File: src/hw/rtl/dls_pkg.sv
// Shared types, codes and fp32 helpers for the dynamic loss scaler.
`default_nettype none
package dls_pkg;

  localparam logic [1:0] CMD_UNSCALE = 2'd0;
  localparam logic [1:0] CMD_SCALE   = 2'd1;
  localparam logic [1:0] CMD_UPDATE  = 2'd2;
  localparam logic [1:0] CMD_NONE    = 2'd3;

  localparam logic [1:0] REG_BASE_SCALE = 2'd0;
  localparam logic [1:0] REG_GROWTH     = 2'd1;
  localparam logic [1:0] REG_BACKOFF    = 2'd2;
  localparam logic [1:0] REG_PERIOD     = 2'd3;

  localparam logic [31:0] CANON_NAN  = 32'h7FC0_0000;
  localparam logic [31:0] ONE_F      = 32'h3F80_0000;
  localparam logic [31:0] BASE_SCALE = 32'h4780_0000;
  localparam logic [31:0] INIT_GROW  = 32'h4000_0000;
  localparam logic [31:0] INIT_BACK  = 32'h3F00_0000;
  localparam logic [15:0] INIT_PER   = 16'd2000;
  localparam logic [31:0] INIT_INV   = 32'h3780_0000;

  typedef struct packed {
    logic [1:0]  cmd;
    logic [31:0] val;
  } item_t;

  function automatic logic is_nonfinite(input logic [31:0] b);
    is_nonfinite = (b[30:23] == 8'hFF);
  endfunction

  // Unpack: significand with hidden bit, effective exponent.
  function automatic logic [23:0] sig_of(input logic [31:0] b);
    sig_of = {(b[30:23] != 8'd0), b[22:0]};
  endfunction

  function automatic logic signed [9:0] exp_of(input logic [31:0] b);
    exp_of = (b[30:23] == 8'd0) ? 10'sd1 : $signed({2'b00, b[30:23]});
  endfunction

  // Round a positive magnitude given as 27-bit value m (bit 26 = leading one
  // position for exponent e, low bits guard/round and a sticky flag).
  // Value = m * 2^(e - 127 - 26). Handles subnormal and overflow.
  function automatic logic [31:0] round_pack(input logic sgn,
                                              input logic signed [11:0] e,
                                              input logic [26:0] m,
                                              input logic stk);
    logic [26:0] mm;
    logic        st;
    logic [11:0] sh;
    logic [24:0] r;
    logic        lsb, g, rs;
    logic signed [11:0] ee;
    mm = m;
    st = stk;
    ee = e;
    if (ee < 12'sd1) begin
      sh = 12'(12'sd1 - ee);
      if (sh > 12'd27) begin
        st = st | (|mm);
        mm = '0;
      end else begin
        st = st | (|(mm & ~(27'h7FF_FFFF << sh)));
        mm = mm >> sh;
      end
      ee = 12'sd0;
    end
    lsb = mm[3];
    g   = mm[2];
    rs  = mm[1] | mm[0] | st;
    r   = {1'b0, mm[26:3]} + 25'(g & (rs | lsb));
    if (r[24]) begin
      r  = r >> 1;
      ee = ee + 12'sd1;
    end else if (ee == 12'sd0 && r[23]) begin
      ee = 12'sd1;
    end
    if (ee >= 12'sd255) round_pack = {sgn, 8'hFF, 23'd0};
    else round_pack = {sgn, ee[7:0], r[22:0]};
  endfunction

endpackage
`default_nettype wire

File: src/hw/rtl/dls_fmul.sv
// Two-stage fp32 multiplier, round to nearest even, canonical NaN.
`default_nettype none
module dls_fmul (
  input  wire logic        clk,
  input  wire logic        en,
  input  wire logic [31:0] a,
  input  wire logic [31:0] b,
  output logic [31:0]      p
);
  // Stage 1: significand product and specials.
  logic [47:0]        prod;
  logic signed [11:0] pexp;
  logic               psgn, pspec;
  logic [31:0]        pspec_val;

  logic a_nan, b_nan, a_inf, b_inf, a_zero, b_zero, sgn;
  always_comb begin
    a_nan  = dls_pkg::is_nonfinite(a) && (a[22:0] != 0);
    b_nan  = dls_pkg::is_nonfinite(b) && (b[22:0] != 0);
    a_inf  = dls_pkg::is_nonfinite(a) && (a[22:0] == 0);
    b_inf  = dls_pkg::is_nonfinite(b) && (b[22:0] == 0);
    a_zero = a[30:0] == 0;
    b_zero = b[30:0] == 0;
    sgn    = a[31] ^ b[31];
  end

  always_ff @(posedge clk) begin
    if (en) begin
      prod  <= dls_pkg::sig_of(a) * dls_pkg::sig_of(b);
      pexp  <= 12'(dls_pkg::exp_of(a)) + 12'(dls_pkg::exp_of(b)) - 12'sd126;
      psgn  <= sgn;
      pspec <= a_nan | b_nan | a_inf | b_inf | a_zero | b_zero;
      if (a_nan | b_nan | (a_inf & b_zero) | (b_inf & a_zero))
        pspec_val <= dls_pkg::CANON_NAN;
      else if (a_inf | b_inf)
        pspec_val <= {sgn, 8'hFF, 23'd0};
      else
        pspec_val <= {sgn, 31'd0};
    end
  end

  // Stage 2: normalize (leading-zero count over product), round.
  logic [5:0]         lz;
  logic [47:0]        nrm;
  logic signed [11:0] ne;
  always_comb begin
    lz = 6'd0;
    for (int i = 0; i < 48; i++) begin
      if (prod[i]) lz = 6'(47 - i);
    end
    nrm = prod << lz;
    ne  = pexp - 12'(lz);
  end

  always_ff @(posedge clk) begin
    if (en) begin
      if (pspec) p <= pspec_val;
      else p <= dls_pkg::round_pack(psgn, ne, nrm[47:21], |nrm[20:0]);
    end
  end
endmodule
`default_nettype wire

File: src/hw/rtl/dls_frecip.sv
// Bit-serial fp32 reciprocal, one quotient bit per cycle.
`default_nettype none
module dls_frecip (
  input  wire logic        clk,
  input  wire logic        rst,
  input  wire logic        start,
  input  wire logic [31:0] a,
  output logic             busy,
  output logic             done,
  output logic [31:0]      q
);
  localparam int QBITS = 27;
  logic [24:0]        rem;
  logic [23:0]        den;
  logic [26:0]        quo;
  logic [4:0]         cnt;
  logic signed [11:0] qexp;
  logic               qsgn;
  logic               rnd;

  logic [23:0] sa;
  logic [4:0]  lz;
  logic [23:0] dn;
  logic [24:0] diff;
  always_comb begin
    sa = dls_pkg::sig_of(a);
    lz = 5'd0;
    for (int i = 0; i < 24; i++) begin
      if (sa[i]) lz = 5'(23 - i);
    end
    dn   = sa << lz;
    diff = rem - {1'b0, den};
  end

  always_ff @(posedge clk) begin
    if (rst) begin
      busy <= 1'b0;
      done <= 1'b0;
      rnd  <= 1'b0;
    end else begin
      if (start) begin
        if (a[30:0] == 0) begin
          q    <= {a[31], 8'hFF, 23'd0};
          done <= 1'b1;
        end else if (dls_pkg::is_nonfinite(a)) begin
          q    <= (a[22:0] != 0) ? dls_pkg::CANON_NAN : {a[31], 31'd0};
          done <= 1'b1;
        end else begin
          busy <= 1'b1;
          done <= 1'b0;
          rem  <= 25'h080_0000;
          den  <= dn;
          quo  <= '0;
          cnt  <= 5'(QBITS - 1);
          qsgn <= a[31];
          // 1/(m*2^(ea-127)): leading quotient bit weight 2^(127-ea)
          qexp <= 12'sd254 - (12'(dls_pkg::exp_of(a)) - 12'(lz));
        end
      end else if (rnd) begin
        // quotient in [0.5,2): normalize one step then round
        rnd  <= 1'b0;
        busy <= 1'b0;
        done <= 1'b1;
        if (quo[26])
          q <= dls_pkg::round_pack(qsgn, qexp, quo, rem != 0);
        else
          q <= dls_pkg::round_pack(qsgn, qexp - 12'sd1, {quo[25:0], 1'b0}, rem != 0);
      end else if (busy) begin
        done <= 1'b0;
        if (!diff[24]) begin
          quo <= {quo[25:0], 1'b1};
          rem <= {diff[23:0], 1'b0};
        end else begin
          quo <= {quo[25:0], 1'b0};
          rem <= {rem[23:0], 1'b0};
        end
        if (cnt == 0) rnd <= 1'b1;
        else cnt <= cnt - 5'd1;
      end else begin
        done <= 1'b0;
      end
    end
  end
endmodule
`default_nettype wire

File: src/hw/rtl/dls_front.sv
// Input side: two-entry command queue between accept and execute.
`default_nettype none
module dls_front (
  input  wire logic           clk,
  input  wire logic           rst,
  input  wire logic           in_valid,
  output logic                in_ready,
  input  wire dls_pkg::item_t in_item,
  output logic                q_valid,
  input  wire logic           q_pop,
  output dls_pkg::item_t      q_item
);
  dls_pkg::item_t mem [2];
  logic           wp, rp;
  logic [1:0]     cnt;

  assign in_ready = cnt != 2'd2;
  assign q_valid  = cnt != 2'd0;
  assign q_item   = mem[rp];

  always_ff @(posedge clk) begin
    if (in_valid && in_ready) mem[wp] <= in_item;
  end

  always_ff @(posedge clk) begin
    if (rst) begin
      wp <= 1'b0;
      rp <= 1'b0;
      cnt <= 2'd0;
    end else begin
      if (in_valid && in_ready) wp <= ~wp;
      if (q_pop) rp <= ~rp;
      cnt <= cnt + 2'(in_valid && in_ready) - 2'(q_pop);
    end
  end
endmodule
`default_nettype wire

File: src/hw/rtl/dynamic_loss_scaler.sv
// Top level of the dynamic loss scaler: config registers, queue, executor.
//
//  Channel  | Signals                         | Contents
//  ---------+---------------------------------+------------------------------
//  input    | s_axis_tvalid/tready/tdata/tuser| tdata operand_value, tuser command
//  output   | m_axis_tvalid/tready/tdata/tuser| tdata result_value, tuser overflow_seen
//  config   | cfg_valid/cfg_ready/index/data  | register index 0..3, 32-bit data
//
// Gradient and loss words pass through the two multiplier stages and the
// output state before valid rises; the executor handles one word at a time,
// so it pops a new word only once the last result has been handed over. An
// update runs the scale multiply, starts the reciprocal, computes its quotient
// bits, rounds, loads the inverse and then raises valid. An unused command
// raises valid in the cycle after the pop. An initial-scale write starts the
// reciprocal too and holds off words and config until the inverse has been
// loaded; the reset inverse is a constant. Reset is synchronous and clears
// all control.
// A full output register stalls the executor; the queue still takes words.
`default_nettype none
module dynamic_loss_scaler #(
  parameter int COUNT_BITS = 16
) (
  input  wire logic        clk,
  input  wire logic        rst,
  input  wire logic        s_axis_tvalid,
  output logic             s_axis_tready,
  input  wire logic [31:0] s_axis_tdata,   // [31:0] operand_value
  input  wire logic [1:0]  s_axis_tuser,   // [1:0] command
  output logic             m_axis_tvalid,
  input  wire logic        m_axis_tready,
  output logic [31:0]      m_axis_tdata,   // [31:0] result_value
  output logic             m_axis_tuser,   // [0] overflow_seen
  input  wire logic        cfg_valid,
  output logic             cfg_ready,
  input  wire logic [1:0]  cfg_index,
  input  wire logic [31:0] cfg_data
);
  localparam logic [COUNT_BITS-1:0] COUNT_MAX = '1;

  localparam logic [2:0] ST_IDLE  = 3'd0;
  localparam logic [2:0] ST_MUL   = 3'd1;
  localparam logic [2:0] ST_RCP   = 3'd2;
  localparam logic [2:0] ST_WAIT  = 3'd3;
  localparam logic [2:0] ST_OUT   = 3'd4;

  logic [31:0] growth_multiplier, backoff_multiplier, working_scale, inverse_scale;
  logic [15:0] growth_period;
  logic [COUNT_BITS-1:0] clean_count;
  logic        overflow_flag;
  logic [2:0]  state;
  logic [1:0]  mcnt;
  logic [1:0]  cur_cmd;
  logic        cur_flag;
  logic        cur_apply;

  dls_pkg::item_t in_item, q_item;
  logic q_valid, q_pop;
  assign in_item = '{cmd: s_axis_tuser, val: s_axis_tdata};

  dls_front u_front (
    .clk(clk), .rst(rst), .in_valid(s_axis_tvalid), .in_ready(s_axis_tready),
    .in_item(in_item), .q_valid(q_valid), .q_pop(q_pop), .q_item(q_item)
  );

  // Multiplier operand select.
  logic [31:0] ma, mb, mp;
  logic        grow;
  logic [COUNT_BITS-1:0] cnt_inc;
  always_comb begin
    cnt_inc = (clean_count < COUNT_MAX) ? clean_count + 1'b1 : clean_count;
    grow = (32'(cnt_inc) >= 32'(growth_period));
    ma = q_item.val;
    mb = inverse_scale;
    case (q_item.cmd)
      dls_pkg::CMD_UNSCALE: mb = inverse_scale;
      dls_pkg::CMD_SCALE:   mb = working_scale;
      dls_pkg::CMD_UPDATE: begin
        ma = working_scale;
        mb = overflow_flag ? backoff_multiplier : (grow ? growth_multiplier : dls_pkg::ONE_F);
      end
      default: mb = inverse_scale;
    endcase
  end

  dls_fmul u_mul (.clk(clk), .en(1'b1), .a(ma), .b(mb), .p(mp));

  logic rstart, rbusy, rdone;
  logic [31:0] ra, rq;
  logic cfg_fire;
  logic rcp_pend;
  assign cfg_ready = (state == ST_IDLE) && !rbusy && !rdone && !rcp_pend;
  assign cfg_fire  = cfg_valid && cfg_ready;
  assign rstart = (state == ST_RCP) || (cfg_fire && cfg_index == dls_pkg::REG_BASE_SCALE);
  assign ra     = (state == ST_RCP) ? working_scale : cfg_data;

  dls_frecip u_rcp (.clk(clk), .rst(rst), .start(rstart), .a(ra),
                    .busy(rbusy), .done(rdone), .q(rq));

  assign q_pop = (state == ST_IDLE) && q_valid && !m_axis_tvalid && !rbusy && !rdone
                 && !rcp_pend && !cfg_valid;

  always_ff @(posedge clk) begin
    if (rst) begin
      state <= ST_IDLE;
      m_axis_tvalid <= 1'b0;
      rcp_pend <= 1'b0;
      growth_multiplier <= dls_pkg::INIT_GROW;
      backoff_multiplier <= dls_pkg::INIT_BACK;
      growth_period <= dls_pkg::INIT_PER;
      working_scale <= dls_pkg::BASE_SCALE;
      inverse_scale <= dls_pkg::INIT_INV;
      clean_count <= '0;
      overflow_flag <= 1'b0;
      mcnt <= '0;
      cur_cmd <= dls_pkg::CMD_UNSCALE;
      cur_flag <= 1'b0;
      cur_apply <= 1'b0;
    end else begin
      if (m_axis_tvalid && m_axis_tready) m_axis_tvalid <= 1'b0;
      // a finished reciprocal is flagged in rcp_pend after done, then lands in the register
      if (rdone) rcp_pend <= 1'b1;
      if (rcp_pend) begin
        rcp_pend <= 1'b0;
        inverse_scale <= rq;
      end
      if (cfg_fire) begin
        case (cfg_index)
          dls_pkg::REG_BASE_SCALE: working_scale <= cfg_data;
          dls_pkg::REG_GROWTH:     growth_multiplier <= cfg_data;
          dls_pkg::REG_BACKOFF:    backoff_multiplier <= cfg_data;
          dls_pkg::REG_PERIOD:     growth_period <= cfg_data[15:0];
          default: ;
        endcase
      end
      case (state)
        ST_IDLE: begin
          if (q_pop) begin
            cur_cmd <= q_item.cmd;
            mcnt <= 2'd0;
            case (q_item.cmd)
              dls_pkg::CMD_UNSCALE: begin
                cur_flag <= overflow_flag | dls_pkg::is_nonfinite(q_item.val);
                overflow_flag <= overflow_flag | dls_pkg::is_nonfinite(q_item.val);
                state <= ST_MUL;
              end
              dls_pkg::CMD_SCALE: begin
                cur_flag <= overflow_flag;
                state <= ST_MUL;
              end
              dls_pkg::CMD_UPDATE: begin
                cur_flag <= overflow_flag;
                // keep the scale bits as they are when neither factor applies
                cur_apply <= overflow_flag | grow;
                if (overflow_flag) clean_count <= '0;
                else clean_count <= grow ? '0 : cnt_inc;
                overflow_flag <= 1'b0;
                state <= ST_MUL;
              end
              default: begin
                m_axis_tdata <= '0;
                m_axis_tuser <= overflow_flag;
                m_axis_tvalid <= 1'b1;
              end
            endcase
          end
        end
        ST_MUL: begin
          mcnt <= mcnt + 2'd1;
          if (mcnt == 2'd1) begin
            if (cur_cmd == dls_pkg::CMD_UPDATE) begin
              if (cur_apply) working_scale <= mp;
              state <= ST_RCP;
            end else begin
              m_axis_tdata <= mp;
              m_axis_tuser <= cur_flag;
              state <= ST_OUT;
            end
          end
        end
        ST_RCP:  state <= ST_WAIT;
        ST_WAIT: begin
          if (rcp_pend) begin
            m_axis_tdata <= working_scale;
            m_axis_tuser <= cur_flag;
            state <= ST_OUT;
          end
        end
        ST_OUT: begin
          m_axis_tvalid <= 1'b1;
          state <= ST_IDLE;
        end
        default: state <= ST_IDLE;
      endcase
    end
  end
endmodule
`default_nettype wire

File: config.mk
export PLATFORM = sky130hd
export DESIGN_NAME = dynamic_loss_scaler
export DESIGN_NICKNAME = d
export VERILOG_FILES = /design/src/hw/rtl/dls_pkg.sv /design/src/hw/rtl/dls_fmul.sv /design/src/hw/rtl/dls_frecip.sv /design/src/hw/rtl/dls_front.sv /design/src/hw/rtl/dynamic_loss_scaler.sv
export SDC_FILE = /design/constraint.sdc
export NUM_CORES = 2
export LEC_CHECK = 0
export ABC_AREA = 1
export BUFFER_PORTS_ARGS = -buffer_cell sky130_fd_sc_hd__buf_2
export CAP_MARGIN = 10
export CORE_UTILIZATION = 60
export CTS_CLUSTER_DIAMETER = 60
export DETAILED_ROUTE_END_ITERATION = 8
export PLACE_DENSITY = 0.77
export REMOVE_ABC_BUFFERS = 1
export SETUP_SLACK_MARGIN = 0.15
export SYNTH_ARGS = -nofsm -noshare
export SYNTH_HDL_FRONTEND = slang
export SYNTH_SLANG_ARGS = --single-unit
File: constraint.sdc
create_clock -name clk -period 26.7 [get_ports clk]
set_input_delay 2.67 -clock clk [delete_from_list [all_inputs] [get_ports clk]]
set_output_delay 2.67 -clock clk [all_outputs]
set_load 0.005 [all_outputs]
======== Word level (Yosys, flattened, before mapping) ========
Memory sizes are Yosys's and may differ from the RTL's. A register that Yosys moved wholly into a read port is not among the register bits.
Cells that the tools add are included.
storage, ports and cells
  output and inout port bits .............. 36
  word-level logic and storage cells ...... 446
  input port bits ......................... 73
  bits in registers ....................... 464
  bits in writable memories ............... 68
  memories kept ........................... 1
operators by class
  bitwise gates (word level) .............. 42
  add/subtract/negate cells ............... 21
  shifts and indexed selects .............. 8
  muxes and demuxes ....................... 220
  reductions and logical operators ........ 80
  multiply operators ...................... 1
  equal/unequal tests ..................... 27
  $lt $le $gt $ge ......................... 11
memories
  name         depth  width  read ports  clocked after Yosys merged registers in  write ports  RTL line         source
  u_front.mem  2      34     1           1                                        1            dls_front.sv:13  dls_pkg::item_t mem [2];
operators by type and width
  operator                number
  $mux 32                 21
  $mux 27                 20
  $mux 12                 27
  $mux 6                  48
  $mux 31                 5
  $mux 25                 6
  $mux 5                  30
  $reduce_or 27->1        5
  $pmux 32 s3             1
  $logic_not 31->1        3
  $and 27x27->27          3
  $not 27->27             3
  $shl 27x12->27 const A  3
  $shr 27x12->27          3
  $add 24x25->25          3
  $and 1x25->25           3
  $mux 23                 3
  $reduce_bool 23->1      3
  $pmux 32 s2             1
  $mul 24x24->48          1
  $mux 16                 3
  $shl 48x6->48           1
  $logic_not 23->1        2
  $mux 1                  40
  62 further kinds        172

======== Logic depth before layout (Yosys ltp) ========
  depth in word-level cells ............... 69
  depth in mapped cells ................... 74

======== By module ========
From an unflattened synthesis, not the netlist that was laid out.
unflattened totals
  cell total of the unflattened synthesis .. 8285
  area, all modules ....................... 58393.5 µm²
by module, submodules not included
  module               instances  cells an instance  seq. area each (µm²)  area each (µm²)
  dls_fmul             1          4126               2852.7                29467.0
  dls_frecip           1          2463               3813.7                15289.7
  dynamic_loss_scaler  1          1560               4434.3                10810.4
  dls_front            1          136                2142.1                2826.5

======== Worst setup path after synthesis ========
Ideal clock, no wire load.
  path kind ............................... register to register
  start point ............................. register clean_count[0]
  end point ............................... register u_mul.prod[47]
  stages on the path, launching flop included .. 63
  arrival ................................. 10.256 ns
  clock period less this slack ............ 10.383 ns
  setup time .............................. 0.127 ns
  setup slack ............................. 16.317 ns
  cell sequence ........................... dfxtp_1 -> ha_1 -> inv_1 -> nor4_1 -> nand3_1 -> nor2_1 -> nand3_1 -> nor2_1 -> nor2_1 -> a21oi_1 -> ha_1 -> nand2_1 -> o21ai_0 -> nand2_1 -> a21boi_0 -> o211ai_1 -> nand2_1 -> a21oi_1 -> [27 not listed] -> inv_1 -> a21oi_1 -> inv_1 -> a21oi_1 -> inv_1 -> a21oi_1 -> o21bai_1 -> a21oi_1 -> o21bai_1 -> nand2_1 -> nand2_1 -> a21oi_1 -> inv_1 -> a21oi_1 -> inv_1 -> a21oi_1 -> o21ai_0 -> xor2_1
between the ends
  cells in the longest elaborated chain, start to end .. 8
ends and longest elaborated chain
  what                                           RTL line                    source
  start: declaration                             dynamic_loss_scaler.sv:48   logic [COUNT_BITS-1:0] clean_count;
  start signal: assignment                       dynamic_loss_scaler.sv:155  else clean_count <= grow ? '0 : cnt_inc;
  $add 16x1->16 or $lt 16x16->1 (tied branches)  dynamic_loss_scaler.sv:70   cnt_inc = (clean_count < COUNT_MAX) ? clean_count + 1'b1 : clean_count;
  $mux 16 *                                      dynamic_loss_scaler.sv:70
  $ge 16x16->1 *                                 dynamic_loss_scaler.sv:71   grow = (32'(cnt_inc) >= 32'(growth_period));
  $mux 32 * (2 in a row)                         dynamic_loss_scaler.sv:79   mb = overflow_flag ? backoff_multiplier : (grow ? growth_multiplier : dls_pkg::ONE_F);
  $pmux 32 s2 *                                  dynamic_loss_scaler.sv:74   case (q_item.cmd)
  $reduce_bool 8->1                              dls_pkg.sv:34               sig_of = {(b[30:23] != 8'd0), b[22:0]};
  $mul 24x24->48 *                               dls_fmul.sv:29              prod <= dls_pkg::sig_of(a) * dls_pkg::sig_of(b);
  end signal: assignment                         dls_fmul.sv:29
  end: declaration                               dls_fmul.sv:11              logic [47:0] prod;
Every way passes the cells marked *; elsewhere a longest branch is shown, timed or not.
A chain may end at the register's enable or synchronous reset.

======== Final worst setup path ========
  start point ............................. register clean_count[0]
  end point ............................... register u_mul.prod[46]
Same word-level chain as after synthesis.

==> flow_summary.json <==
{
  "outcome": "complete, no violations",
  "grt_antenna_before_repair": 7,
  "fin_nets": 8420,
  "ys_seq_elements": 503,
  "cpMaxStageDelayCell": "inv_1",
  "critical_path_required_ns": 27.22,
  "rows": 110,
  "grt.overflow.total": 0,
  "cts-root-buf": "clkbuf_16",
  "cp-start-kind": "flop",
  "synth_edf_count": 226,
  "grt_max_degree": 97,
  "drt_iter0_markers": 6682,
  "worstSetupEndpointType": "flop",
  "synth_cell_types": 81,
  "grt_setup_unrepaired": "false",
  "cts_max_path_buffers": 3,
  "cts.sinks": 503,
  "syn_avg_cell_area_um2": 7.14,
  "vias": 54000,
  "postRouteWirelength_um": 195000,
  "final_cell_mix": "1697 x nand2_1, 1145 x inv_1, 710 x nor2_1",
  "grt_pass1_vias": 51500,
  "cts_hold_buf": 0,
  "synth_area_um2": 55200,
  "place_inst": 8722,
  "skew_ns": 0.0894,
  "path_clk_slew_ns": 0.06,
  "ios": 109,
  "max_slew_margin_pct": 11.3,
  "synthFlopType": "dfxtp_1",
  "critPathMaxStageDelay_ns": 0.66,
  "dp_hpwl_um": 148000,
  "maxSlewViolCount": 0,
  "gp_congestion": 1.02,
  "drc_errors": 0,
  "final_cells": 8838,
  "cp_max_fo": 32,
  "fp.dieW_um": 305,
  "hold_class": "reg2reg",
  "setup_viol": 0,
  "cts_max_level": 2,
  "syn-instance-count": 7726,
  "arrival_ns": 12.99,
  "drive_gt1_share_pct": 6.59,
  "via_per_inst": 6.11,
  "grt_pass1_wl_um": 298000,
  "cts-buffers-inserted": 60,
  "wire_per_inst_um": 22.1,
  "max_cap_viol_count": 0,
  "final_antenna_net_count": 0,
  "mostFrequentLayoutCell": "nand2_1",
  "first_pass_iters": 7,
  "crit_top_cell": "nand2_1",
  "finalHoldViolCount": 0,
  "fin_crit_sh_pct": 46.7,
  "dieArea_um2": 93200,
  "cts_resized": 0,
  "async_reset_ff_share_pct": 0,
  "worstSetupPathType": "reg2reg",
  "cts_tree": "done",
  "hold_slack_ns": 0.416,
  "gr-usage-all-layers_pct": 41.3,
  "clk_latency_ns": 0.72,
  "ys_seq_area_share_pct": 22.3,
  "path_buf_inv": 7,
  "fmax_mhz": 80.2,
  "die_h_um": 305,
  "period_minus_slack_ns": 12.46,
  "syn_to_final_growth_pct": 5.85,
  "yosys_warnings": 0,
  "tns_ns": 0,
  "core_um2": 90600,
  "initial_utilization_pct": 61.0,
  "cts_setup_buffers": 0,
  "nFillCells": 8243,
  "io_buffers": 108,
  "worstMarginPinSlew_ns": 1.32,
  "crit_family": "adder cells"
}
layout make-up:
cell class	instances	area, um2	area share [%]
timing repair buffer	202	1250	2.13
multi-input combinational	5643	36800	63.0
sequential	503	12300	21.1
tap	1176	1470	2.52
antenna	2	5.00	0.00857
clock buffer	71	1540	2.64
inverter	1198	4500	7.70
clock inverter	43	514	0.880
Yosys cell counts (15+ instances only):
| library cell | number | share of area [%] |
|---|---|---|
| o211ai_1 | 106 | 1.4 |
| nor2_2 | 42 | 0.48 |
| nor3_1 | 80 | 0.73 |
| o31ai_1 | 15 | 0.20 |
| o22ai_1 | 46 | 0.52 |
| ha_1 | 254 | 5.8 |
| clkinv_1 | 26 | 0.18 |
| a21oi_1 | 347 | 3.1 |
| xor2_1 | 130 | 2.1 |
| a22oi_1 | 27 | 0.37 |
| and2_1 | 24 | 0.27 |
| mux2i_1 | 25 | 0.45 |
| nor4_1 | 45 | 0.51 |
| fa_1 | 485 | 18 |
| xnor2_1 | 56 | 0.89 |
| edfxtp_1 | 226 | 12 |
| inv_1 | 1148 | 7.8 |
| nor2_1 | 714 | 4.9 |
| nand3_1 | 645 | 5.8 |
| inv_2 | 24 | 0.16 |
| nand2_2 | 23 | 0.26 |
| nand2_1 | 1699 | 12 |
| a31oi_1 | 34 | 0.39 |
| a211oi_1 | 32 | 0.44 |
| nand4_1 | 78 | 0.88 |
| o21ai_1 | 53 | 0.48 |
| dfxtp_1 | 277 | 10 |
| o21ai_0 | 495 | 4.5 |
| buf_6 | 17 | 0.35 |
| buf_2 | 33 | 0.30 |
| clkbuf_1 | 284 | 1.9 |
| buf_1 | 38 | 0.26 |
| or2_2 | 43 | 0.49 |
metal layers:
layer	global-route usage (%)	wire (um)	vias up
li1	-	-	24700
met5	0	58	-
met2	63.9	85500	3130
met3	10.2	22800	568
met4	19.8	10600	10
met1	54.0	76000	25600
worst register-to-register path, delay by kind of cell (launching register included):
kind            cells  cell delay, ns
fa+ha+maj          10            3.87
flops               1            0.39
xor+xnor            1            0.13
buf+inv             7            1.34
simple gates       30            3.87
compound gates     17            2.70
per-stage QoR:
step	utilization (%)	setup WS [ns]	cell area [um2]
finish	64.5	14.24	58400
global route	64.5	13.16	58400
CTS	64.5	14.34	58400
detailed placement	62.2	14.49	56400
global placement	62.2	14.83	56400
floorplan	-	15.95	53600
sequential cells by signal, summed over array words and instances (netlist names), 2 cells and up, named ones only:
signal	flops
u_rcp.q	32
u_rcp.quo	27
u_mul.pspec_val	3
u_mul.pexp	12
working_scale	32
m_axis_tdata	32
backoff_multiplier	32
inverse_scale	32
u_rcp.qexp	12
growth_period	16
u_rcp.cnt	5
clean_count	16
u_rcp.rem	24
u_front.cnt	2
mcnt	2
u_mul.prod	48
growth_multiplier	32
state	3
u_rcp.den	24
u_front.mem	68
u_mul.p	32
cur_cmd	2
cells by family (layout without fill, tap and decap cells):
logic type | after synthesis | count (layout) | share of synthesized area [%]
flops | 503 | 503 | 22.3
buf+inv | 1580 | 1514 | 11.1
other cells | 1 | 3 | 0.00679
mux | 25 | 25 | 0.453
simple gates | 3436 | 3436 | 26.7
compound gates | 1254 | 1254 | 13.1
fa+ha+maj | 739 | 739 | 23.3
xor+xnor | 188 | 188 | 3.01
worst paths after layout:
path | start | cells past startpoint | end | slack (ns)
worst max-delay path | clean_count[0] | 65 | u_mul.prod[46] | 14.24
worst min-delay path | u_mul.pspec_val[22] | 2 | u_mul.p[22] | 0.42
worst max register to register | clean_count[0] | 65 | u_mul.prod[46] | 14.24
worst min register to register | u_mul.pspec_val[22] | 2 | u_mul.p[22] | 0.42
Power is not shown: default switching activity piles up to over one toggle a cycle in this logic, so the estimate is an artifact.
